### src/hw/rtl/kfd_pkg.sv
// Shared types and constants for the KISS frame decoder.
package kfd_pkg;

	// Framing bytes.
	localparam logic [7:0] FEND  = 8'hC0;
	localparam logic [7:0] FESC  = 8'hDB;
	localparam logic [7:0] TFEND = 8'hDC;
	localparam logic [7:0] TFESC = 8'hDD;
	localparam logic [7:0] NEWLINE = 8'h0A;

	// Fixed command codes.
	localparam logic [7:0] CMD_DATA    = 8'h00;
	localparam logic [7:0] CMD_PERSIST = 8'h02;
	localparam logic [7:0] CMD_SLOT    = 8'h03;
	localparam logic [7:0] CMD_SETHW   = 8'h06;

	// Reset value of the reboot command code.
	localparam logic [7:0] REBOOT_CODE_RST = 8'h08;

	// Configuration register indexes.
	localparam int CFG_INDEX_W = 1;
	localparam logic [CFG_INDEX_W-1:0] CFG_RAW_MODE    = 1'b0;
	localparam logic [CFG_INDEX_W-1:0] CFG_REBOOT_CODE = 1'b1;
	localparam int CFG_DATA_W = 8;

	// Stream widths (tdata fields packed from bit 0, padded to whole bytes).
	localparam int IN_TDATA_W  = 16;
	localparam int OUT_TDATA_W = 16;
	localparam int OUT_TUSER_W = 3;

	// Parser states.
	typedef enum logic [2:0] {
		ST_START = 3'd0,
		ST_END   = 3'd1,
		ST_CMD   = 3'd2,
		ST_P     = 3'd3,
		ST_SLOT  = 3'd4,
		ST_DATA  = 3'd5,
		ST_ESC   = 3'd6
	} kfd_state_t;

	// Frame kinds.
	typedef enum logic [1:0] {
		KIND_RAW  = 2'd0,
		KIND_CTRL = 2'd1,
		KIND_BOOT = 2'd2
	} kfd_kind_t;

	// Event codes.
	typedef enum logic [2:0] {
		EV_NONE  = 3'd0,
		EV_DATA  = 3'd1,
		EV_END   = 3'd2,
		EV_P     = 3'd3,
		EV_SLOT  = 3'd4,
		EV_HW    = 3'd5,
		EV_HWEND = 3'd6,
		EV_BOOT  = 3'd7
	} kfd_event_t;

	// One decoded result.
	typedef struct packed {
		logic       frame_start;
		logic [7:0] value;
		kfd_event_t event_res;
		logic       accepted;
	} kfd_result_t;

endpackage

### src/hw/rtl/kfd_core.sv
// Decoder state machine: parser and raw-mode state with combinational byte decision.
module kfd_core import kfd_pkg::*; (
	input  logic        clk,
	input  logic        arst_n,
	input  logic        step,
	input  logic [7:0]  data_byte,
	input  logic        tx_ready,
	input  logic        raw_mode,
	input  logic [7:0]  reboot_code,
	output kfd_result_t res
);

	kfd_state_t state_q, state_d;
	kfd_kind_t  kind_q, kind_d;
	logic       raw_idle_q, raw_idle_d;

	// State registers advance only when a byte is taken.
	always_ff @(posedge clk or negedge arst_n) begin
		if (!arst_n) begin
			state_q    <= ST_START;
			kind_q     <= KIND_RAW;
			raw_idle_q <= 1'b1;
		end else if (step) begin
			state_q    <= state_d;
			kind_q     <= kind_d;
			raw_idle_q <= raw_idle_d;
		end
	end

	// Route a decoded frame byte by the kind of the open frame.
	function automatic kfd_event_t byte_event(input kfd_kind_t kind);
		kfd_event_t ev;
		case (kind)
			KIND_RAW:  ev = EV_DATA;
			KIND_CTRL: ev = EV_HW;
			default:   ev = EV_NONE;
		endcase
		return ev;
	endfunction

	// Next state and result for the byte at the input.
	always_comb begin
		state_d    = state_q;
		kind_d     = kind_q;
		raw_idle_d = raw_idle_q;
		res        = '0;
		res.accepted  = 1'b1;
		res.event_res = EV_NONE;

		if (raw_mode) begin
			if (raw_idle_q && !tx_ready) begin
				// Transmitter busy: refuse the byte, keep everything.
				res.accepted = 1'b0;
			end else begin
				if (raw_idle_q) begin
					raw_idle_d      = 1'b0;
					res.frame_start = 1'b1;
				end
				if (data_byte == NEWLINE) begin
					res.event_res = EV_END;
					raw_idle_d    = 1'b1;
				end else begin
					res.event_res = EV_DATA;
					res.value     = data_byte;
				end
			end
		end else begin
			unique case (state_q)
				ST_START: begin
					if (data_byte == FEND) state_d = ST_CMD;
				end
				ST_END: begin
					if (data_byte == FEND) state_d = ST_START;
				end
				ST_CMD: begin
					if (data_byte == CMD_DATA) begin
						if (!tx_ready) begin
							res.accepted = 1'b0;
						end else begin
							state_d         = ST_DATA;
							kind_d          = KIND_RAW;
							res.frame_start = 1'b1;
						end
					end else if (data_byte == CMD_SETHW) begin
						state_d = ST_DATA;
						kind_d  = KIND_CTRL;
					end else if (data_byte == CMD_PERSIST) begin
						state_d = ST_P;
					end else if (data_byte == CMD_SLOT) begin
						state_d = ST_SLOT;
					end else if (data_byte == FEND) begin
						// Extra start marker: keep waiting for the command.
						state_d = ST_CMD;
					end else if (data_byte == reboot_code) begin
						state_d = ST_DATA;
						kind_d  = KIND_BOOT;
					end else begin
						state_d = ST_END;
					end
				end
				ST_P: begin
					res.event_res = EV_P;
					res.value     = data_byte;
					state_d       = ST_END;
				end
				ST_SLOT: begin
					res.event_res = EV_SLOT;
					res.value     = data_byte;
					state_d       = ST_END;
				end
				ST_DATA: begin
					if (data_byte == FESC) begin
						state_d = ST_ESC;
					end else if (data_byte == FEND) begin
						case (kind_q)
							KIND_RAW:  res.event_res = EV_END;
							KIND_CTRL: res.event_res = EV_HWEND;
							KIND_BOOT: res.event_res = EV_BOOT;
							default:   res.event_res = EV_NONE;
						endcase
						state_d = ST_START;
					end else begin
						res.event_res = byte_event(kind_q);
						if (res.event_res != EV_NONE) res.value = data_byte;
					end
				end
				ST_ESC: begin
					if (data_byte == TFEND || data_byte == TFESC) begin
						res.event_res = byte_event(kind_q);
						if (res.event_res != EV_NONE) begin
							res.value = (data_byte == TFEND) ? FEND : FESC;
						end
						state_d = ST_DATA;
					end else if (data_byte != FEND) begin
						// Bad escape: drop the rest of the frame.
						state_d = ST_END;
					end
				end
				default: begin
					state_d = ST_START;
				end
			endcase
		end
	end

	// A refused byte must leave the decoder state untouched.
	assert property (@(posedge clk) disable iff (!arst_n)
		(step && !res.accepted) |=>
			($stable(state_q) && $stable(kind_q) && $stable(raw_idle_q)))
		else $error("refused byte changed decoder state");

	// A refused byte carries no event and opens no frame.
	assert property (@(posedge clk) disable iff (!arst_n)
		(!res.accepted) |-> (res.event_res == EV_NONE && !res.frame_start))
		else $error("refused byte produced an event");

	// Only byte-carrying events have a nonzero value.
	assert property (@(posedge clk) disable iff (!arst_n)
		(res.value != 8'h00) |-> (res.event_res == EV_DATA || res.event_res == EV_P ||
			res.event_res == EV_SLOT || res.event_res == EV_HW))
		else $error("value set on an event that carries no byte");

endmodule

### src/hw/rtl/kiss_frame_decoder.sv
// Top level of the KISS frame decoder: stream ports, configuration and output skid stage.
// The byte decision is combinational; its result beat is registered in the output stage.
// Throughput: one byte per cycle while the skid register is empty.
// A two-entry output stage (result register plus skid register) keeps input
// acceptance going for one beat while the downstream side stalls.
// Reset (arst_n low, asynchronous) empties the output stage, waits for a start
// marker, closes any raw frame, and sets raw_mode to 0 and reboot_code to 8.
module kiss_frame_decoder import kfd_pkg::*; (
	input  logic                   clk,
	input  logic                   arst_n,
	// Input stream. s_tdata: data_byte[7:0], tx_ready[8], zero pad [15:9].
	input  logic                   s_tvalid,
	output logic                   s_tready,
	input  logic [IN_TDATA_W-1:0]  s_tdata,
	// Result stream. m_tdata: accepted[0], value[8:1], frame_start[9],
	// zero pad [15:10].
	output logic                   m_tvalid,
	input  logic                   m_tready,
	output logic [OUT_TDATA_W-1:0] m_tdata,
	// m_tuser: event_res[2:0].
	output logic [OUT_TUSER_W-1:0] m_tuser,
	// Configuration write channel.
	input  logic                   cfg_valid,
	output logic                   cfg_ready,
	input  logic [CFG_INDEX_W-1:0] cfg_index,
	input  logic [CFG_DATA_W-1:0]  cfg_data
);

	logic        raw_mode_q;
	logic [7:0]  reboot_code_q;
	logic        take_in, take_out;
	kfd_result_t res;
	kfd_result_t out_q, skid_q;
	logic        out_valid_q, skid_valid_q;

	// Configuration writes are always taken.
	assign cfg_ready = 1'b1;

	always_ff @(posedge clk or negedge arst_n) begin
		if (!arst_n) begin
			raw_mode_q    <= 1'b0;
			reboot_code_q <= REBOOT_CODE_RST;
		end else if (cfg_valid) begin
			unique case (cfg_index)
				CFG_RAW_MODE:    raw_mode_q    <= cfg_data[0];
				CFG_REBOOT_CODE: reboot_code_q <= cfg_data;
				default:         ;
			endcase
		end
	end

	assign s_tready = !skid_valid_q;
	assign take_in  = s_tvalid && s_tready;
	assign take_out = out_valid_q && m_tready;

	kfd_core u_core (
		.clk         (clk),
		.arst_n      (arst_n),
		.step        (take_in),
		.data_byte   (s_tdata[7:0]),
		.tx_ready    (s_tdata[8]),
		.raw_mode    (raw_mode_q),
		.reboot_code (reboot_code_q),
		.res         (res)
	);

	// Output stage occupancy.
	always_ff @(posedge clk or negedge arst_n) begin
		if (!arst_n) begin
			out_valid_q  <= 1'b0;
			skid_valid_q <= 1'b0;
		end else if (take_out) begin
			if (skid_valid_q) begin
				skid_valid_q <= 1'b0;
			end else begin
				out_valid_q <= take_in;
			end
		end else if (take_in) begin
			if (!out_valid_q) begin
				out_valid_q <= 1'b1;
			end else begin
				skid_valid_q <= 1'b1;
			end
		end
	end

	// Output stage payload.
	always_ff @(posedge clk) begin
		if (take_out) begin
			if (skid_valid_q) begin
				out_q <= skid_q;
			end else if (take_in) begin
				out_q <= res;
			end
		end else if (take_in) begin
			if (!out_valid_q) begin
				out_q <= res;
			end else begin
				skid_q <= res;
			end
		end
	end

	assign m_tvalid = out_valid_q;
	assign m_tdata  = {6'b000000, out_q.frame_start, out_q.value, out_q.accepted};
	assign m_tuser  = out_q.event_res;

	// The skid register only fills behind a full result register.
	assert property (@(posedge clk) disable iff (!arst_n)
		skid_valid_q |-> out_valid_q)
		else $error("skid entry without result entry");

	// A beat taken while the result register is stalled must land in the skid register.
	assert property (@(posedge clk) disable iff (!arst_n)
		(out_valid_q && !m_tready && take_in) |=> skid_valid_q)
		else $error("beat lost while output stalled");

	// Input is held off exactly while the skid register is occupied.
	assert property (@(posedge clk) disable iff (!arst_n)
		(skid_valid_q && !m_tready) |=> (!s_tready && out_valid_q))
		else $error("output stage accepted a beat while full");

endmodule

### config.mk
export PLATFORM = sky130hd
export DESIGN_NAME = kiss_frame_decoder
export DESIGN_NICKNAME = d
export VERILOG_FILES = /design/src/hw/rtl/kfd_pkg.sv /design/src/hw/rtl/kfd_core.sv /design/src/hw/rtl/kiss_frame_decoder.sv
export SDC_FILE = /design/constraint.sdc
export NUM_CORES = 1
export LEC_CHECK = 0
export ABC_AREA = 0
export BUFFER_PORTS_ARGS = -buffer_cell sky130_fd_sc_hd__buf_2
export CAP_MARGIN = 20
export CORE_MARGIN = 3
export CORE_UTILIZATION = 50
export DETAILED_ROUTE_END_ITERATION = 16
export PLACE_DENSITY = 0.74
export SLEW_MARGIN = 20
export SYNTH_ARGS = -nofsm -noshare
export SYNTH_HDL_FRONTEND = slang
export SYNTH_SLANG_ARGS = --single-unit
### constraint.sdc
create_clock -name clk -period 4.5 [get_ports clk]
set_input_delay 0.675 -clock clk [delete_from_list [all_inputs] [get_ports clk]]
set_output_delay 0.675 -clock clk [all_outputs]
set_load 0.005 [all_outputs]
### After elaboration in Yosys (flattened, before gate mapping)

Cells that the tools add are included.

* bits in registers: 43
* bits in latches: 0
* memories kept: 0
* bits of input ports: 30
* bits in writable memories: 0
* ROM bits: 0

* multiplexer cells: 60
* eq/ne operators: 27
* shift operators: 0
* order comparisons: 0
* add/sub/neg operators: 0
* bitwise logic cells: 4
* divide/modulo/power cells: 0
* $mul: 0
* reduce and logical (&&, ||, !) cells: 25

Operators with widths (number)
* two-way mux 13 bit: 6
* two-way mux 3 bit: 20
* case mux 11 bit (4 select lines): 1
* equality test 8 bit, second input constant: 4
* two-way mux 8 bit: 4
* two-way mux 11 bit: 2
* case mux 3 bit (6 select lines): 1
* equality test 8 x 2 -> 1 bit, second input constant: 2
* two-way mux 2 bit: 8
* two-way mux 1 bit: 14
* two-way mux 12 bit: 1
* equality test 3 bit, second input constant: 3
* inequality test 3 x 1 -> 1 bit, second input constant: 3
* case mux 3 bit (3 select lines): 1
* AND reduction 3 bit: 3
* nonzero test 3 bit: 3
* equality test 8 x 3 -> 1 bit, second input constant: 1
* equality test 8 x 4 -> 1 bit, second input constant: 1
* equality test 8 bit: 1
* zero test 8 bit: 1
* inequality test 8 bit, second input constant: 1
* AND reduction 2 bit: 4
* AND reduction 8 bit: 1
* equality test 3 x 2 -> 1 bit, second input constant: 2
* other kinds (17): 28

### Logic depth before layout (Yosys ltp)

* depth in word-level cells: 15
* mapped depth: 7
* depth with buffers taken out: 7

### By module

Synthesis repeated with hierarchy kept, for this count alone.

* cell total of the unflattened synthesis: 221
* area, all modules: 2543.7 sq um

By module, submodules not included
* kiss_frame_decoder: area each 1491.4 sq um, times used 1, cells an instance 83, seq. area each 1057.3 sq um
* kfd_core: area each 1052.3 sq um, times used 1, cells an instance 138, seq. area each 151.4 sq um

### Least setup slack after synthesis

No wires, ideal clock.

* path type: input to register
* start: input s_tdata[4]
* end: register out_q, in the netlist m_tdata[4] (data pin)
* data arrival time: 2.184 ns
* library setup time: 0.260 ns
* stages on the path: 6
* slack: 2.056 ns
* required time: 4.240 ns
* path buffers: 1
* path through: buf_6 -> or4_4 -> o211ai_1 -> o311ai_1 -> a32o_1 -> mux2_2

RTL lines
* start, declared: line kiss_frame_decoder.sv:14 `input logic [IN_TDATA_W-1:0] s_tdata,`
* end signal, assigned: line kiss_frame_decoder.sv:91 `out_q <= skid_q;`
* end signal, assigned: line kiss_frame_decoder.sv:93 `out_q <= res;`
* end signal, assigned: line kiss_frame_decoder.sv:97 `out_q <= res;`
* end, declared: line kiss_frame_decoder.sv:33 `kfd_result_t out_q, skid_q;`

==> impl_metrics.toml <==
[setup_path]
critPathLaunchType = "primary input"
cp-end-kind = "register"
crit_arrival_ns = 2.59
r2r_setup_slack_ns = 2.28
critPathKind = "in2reg"
cp_data_required_time_ns = 4.55
timing.rr.start = "u_core.state_q[0]"
reg2reg_to = "m_tdata[3]"
crit_path_max_fanout = 15
rr_worst_depth = 5

[yosys]
synth_warnings = 0
netlist_area_sq_um = 2570
postSynthCellCount = 250
yosysSeqAreaShare = 0.470
synth_area_leaders = "edfxtp_1 (30%), dfrtp_1 (15%), mux2_2 (7.4%)"
synth_compound_area_frac = 0.155
synth_flop_cell = "edfxtp_1"
synth_top_area_cell = "edfxtp_1"
yosysTopAreaCellShare = 0.304
synthSimpleGateAreaFrac = 0.190
synth.avg_cell_area_sq_um = 10.3
async_flop_share = 0.395
synth_top_family_by_area = "simple AND/OR/NAND/NOR gates"
synth.area.mux_share = 0.0783
synthAdderAreaFrac = 0.0195
ys_types = 55
ys_ff_latch = 43
synth_xor_area_frac = 0.0272
synth_edf_count = 26

[cts]
cts_sinks = 43
cts-buffers-inserted = 5
cts.path.max_buffers = 2
htree_levels = 2
clk_latency_ns = 0.30
cts_hold_buf = 0
cts.clk_slew.worst_paths_ns = 0.08
post_cts_buffers = 0
root_buffer = "clkbuf_8"
cts-resized-gates = 0
cts_tree = "done"

[floorplan]
ios = 52
initial_core_util = 0.531
core.rowCount = 25
die_height_um = 77.7
die_x_um = 77.7
core_area_sq_um = 4850
die-area_sq_um = 6040

[drt]
routed_wl_um = 5200
postRouteAntennaNets = 0
dr.pass1.iters = 4
dr.first_iter.drc_count = 122
drc = 0
viasPerCell = 5.61
vias = 1941
drt-wirelength-per-cell_um = 15.0

[sta]
final.period_utilization = 0.563
rsz0062_at_grt = "false"
post-route-min-period_ns = 2.53
worst_pin_slew_ns = 0.642
finalHoldViolations = 0
fin_worst_skew_ns = 0.00781
finalSetupTns_ns = 0
fmax_mhz = 395
setup_violations = 0
setup_ws_ns = 1.97
slew_headroom = 0.565
finalMaxSlewViolations = 0

[pwr]
p_sw_uw = 426
seq_power_share = 0.449
p_per_area_nw_per_um2 = 476
ir_drop_mv = 0.212
total_power_uw = 1370
leakagePower_uw = 0.00117
pwr-share-clk = 0.260
switching_share = 0.311
p_int_uw = 944
power.share.combinational = 0.290

[placed_design]
place_hpwl_um = 3910
io_buffers = 37
place_congestion = 0.899
place_ws_ns = 1.67
place_area_sq_um = 2740

[global_route]
grt_pass1_wl_um = 8660
grt_max_degree = 18
grt_usage = 0.182
antenna_found_initial = 0
gr-total-overflow = 0
grt_pass1_vias = 1764

[cells_and_area]
final_area_sq_um = 2880
num_antenna_cells = 0
drive_gt1_frac = 0.265
final_util = 0.594
num-nets-final = 312
layout-area-overhead-vs-synth_pct = 11.9

[hold_path]
hp-class = "in2async"

[run]
maxCapViolCount = 0

[outcome]
status = "finished, final reports clean"
## kinds of logic after synthesis
family,Yosys count
fa+ha+maj,4
flops,43
simple gates,89
xor+xnor,8
compound gates,57
other cells,2
buf+inv,29
mux,18
## layer usage
| layer | up-vias | part of all wire | GRT usage | routed length [um] |
|---|---|---|---|---|
| met1 | 895 | 0.44 | 0.243 | 2310 |
| met2 | 67 | 0.48 | 0.288 | 2480 |
| met3 | 10 | 0.057 | 0.0406 | 299 |
| met4 | 0 | 0.022 | 0.0676 | 113 |
| met5 | - | 0 | 0 | 0 |
| li1 | 969 | - | - | - |
## sequential cells by signal, indices dropped and copies added (netlist names)
name               flops
m_tdata               10
u_core.state_q         3
skid_q                13
m_tvalid               1
u_core.kind_q          2
m_tuser                3
u_core.raw_idle_q      1
skid_valid_q           1
raw_mode_q             1
reboot_code_q          8
## power by group through the flow
stage	Clock, uW	Combinational, uW	Sequential [uW]
final	357	398	615
after CTS	367	399	616
after global placement	0	394	622
after floorplan	0	305	595
after global routing	383	447	628
after detailed placement	0	397	625
## stage by stage
step           hold slack, ns  cells
2_1_floorplan           0.379    255
3_3_place_gp            0.513    338
3_5_place_dp            0.520    338
4_1_cts                 0.287    346
5_1_grt                 0.303    346
6_report                0.284    346
## cell usage in the layout, fill, tap and decap left out, types with 2 or more instances in the layout
| cell type | n |
|---|---|
| nor2b_1 | 7 |
| a21oi_1 | 11 |
| nand2_1 | 20 |
| conb_1 | 7 |
| nand3_1 | 6 |
| mux2_2 | 17 |
| o311ai_1 | 2 |
| o31ai_1 | 5 |
| o21ai_0 | 11 |
| nor3_1 | 5 |
| a32o_1 | 2 |
| nand4_1 | 4 |
| xnor2_1 | 8 |
| dfrtp_1 | 15 |
| clkbuf_8 | 5 |
| o2111a_1 | 2 |
| buf_2 | 37 |
| ha_1 | 4 |
| nor2_1 | 18 |
| nand2b_1 | 5 |
| or4_1 | 2 |
| or2_2 | 2 |
| nor4_1 | 2 |
| a21o_1 | 2 |
| or3b_2 | 3 |
| dfstp_2 | 2 |
| nand4b_1 | 2 |
| inv_1 | 8 |
| and3_1 | 4 |
| bufinv_16 | 2 |
| o211ai_1 | 2 |
| a31oi_1 | 7 |
| o21a_1 | 2 |
| edfxtp_1 | 26 |
## critical path, cell delays in order
cell      delay [ns]
buf_2           0.19
or4_1           0.63
nor2_1          0.32
o311ai_1        0.24
and3_1          0.26
mux2_2          0.27
## how the worst max path moves through the flow
stage | slack (ns) | cells after the start | endpoint | start
final | 1.97 | 6 | m_tdata[3] | s_tdata[0]
after global placement | 1.66 | 6 | m_tdata[6] | s_tdata[0]
after global routing | 1.84 | 6 | m_tdata[3] | s_tdata[0]
after floorplan | 2.06 | 6 | m_tdata[4] | s_tdata[4]
after detailed placement | 1.67 | 6 | m_tdata[3] | s_tdata[0]
after CTS | 1.98 | 6 | m_tdata[3] | s_tdata[0]
## synth_stat cells, types with 3 or more instances
cell and instances:
dfrtp_1 15, nand3_1 6, buf_4 7, nor2b_1 7, a31oi_1 7, edfxtp_1 26
inv_1 8, o31ai_1 5, and3_1 4, nor3_1 5, o21ai_0 11, xnor2_1 8
ha_1 4, nor2_1 18, mux2_2 17, clkbuf_1 9, buf_2 4, nand2b_1 5
nand2_1 20, or3b_2 3, a21oi_1 12, nand4_1 4
## final cells by class
class                           count  area (sq um)
Fill cell                         458          1970
Multi-Input combinational cell    183          1240
Sequential cell                    43          1210
Timing Repair Buffer               37           185
Tap cell                           67          83.8
Clock buffer                        6          72.6
Clock inverter                      2          60.1
Inverter                            8          30.0
No activity file was read; power rests on OpenSTA's default activity.
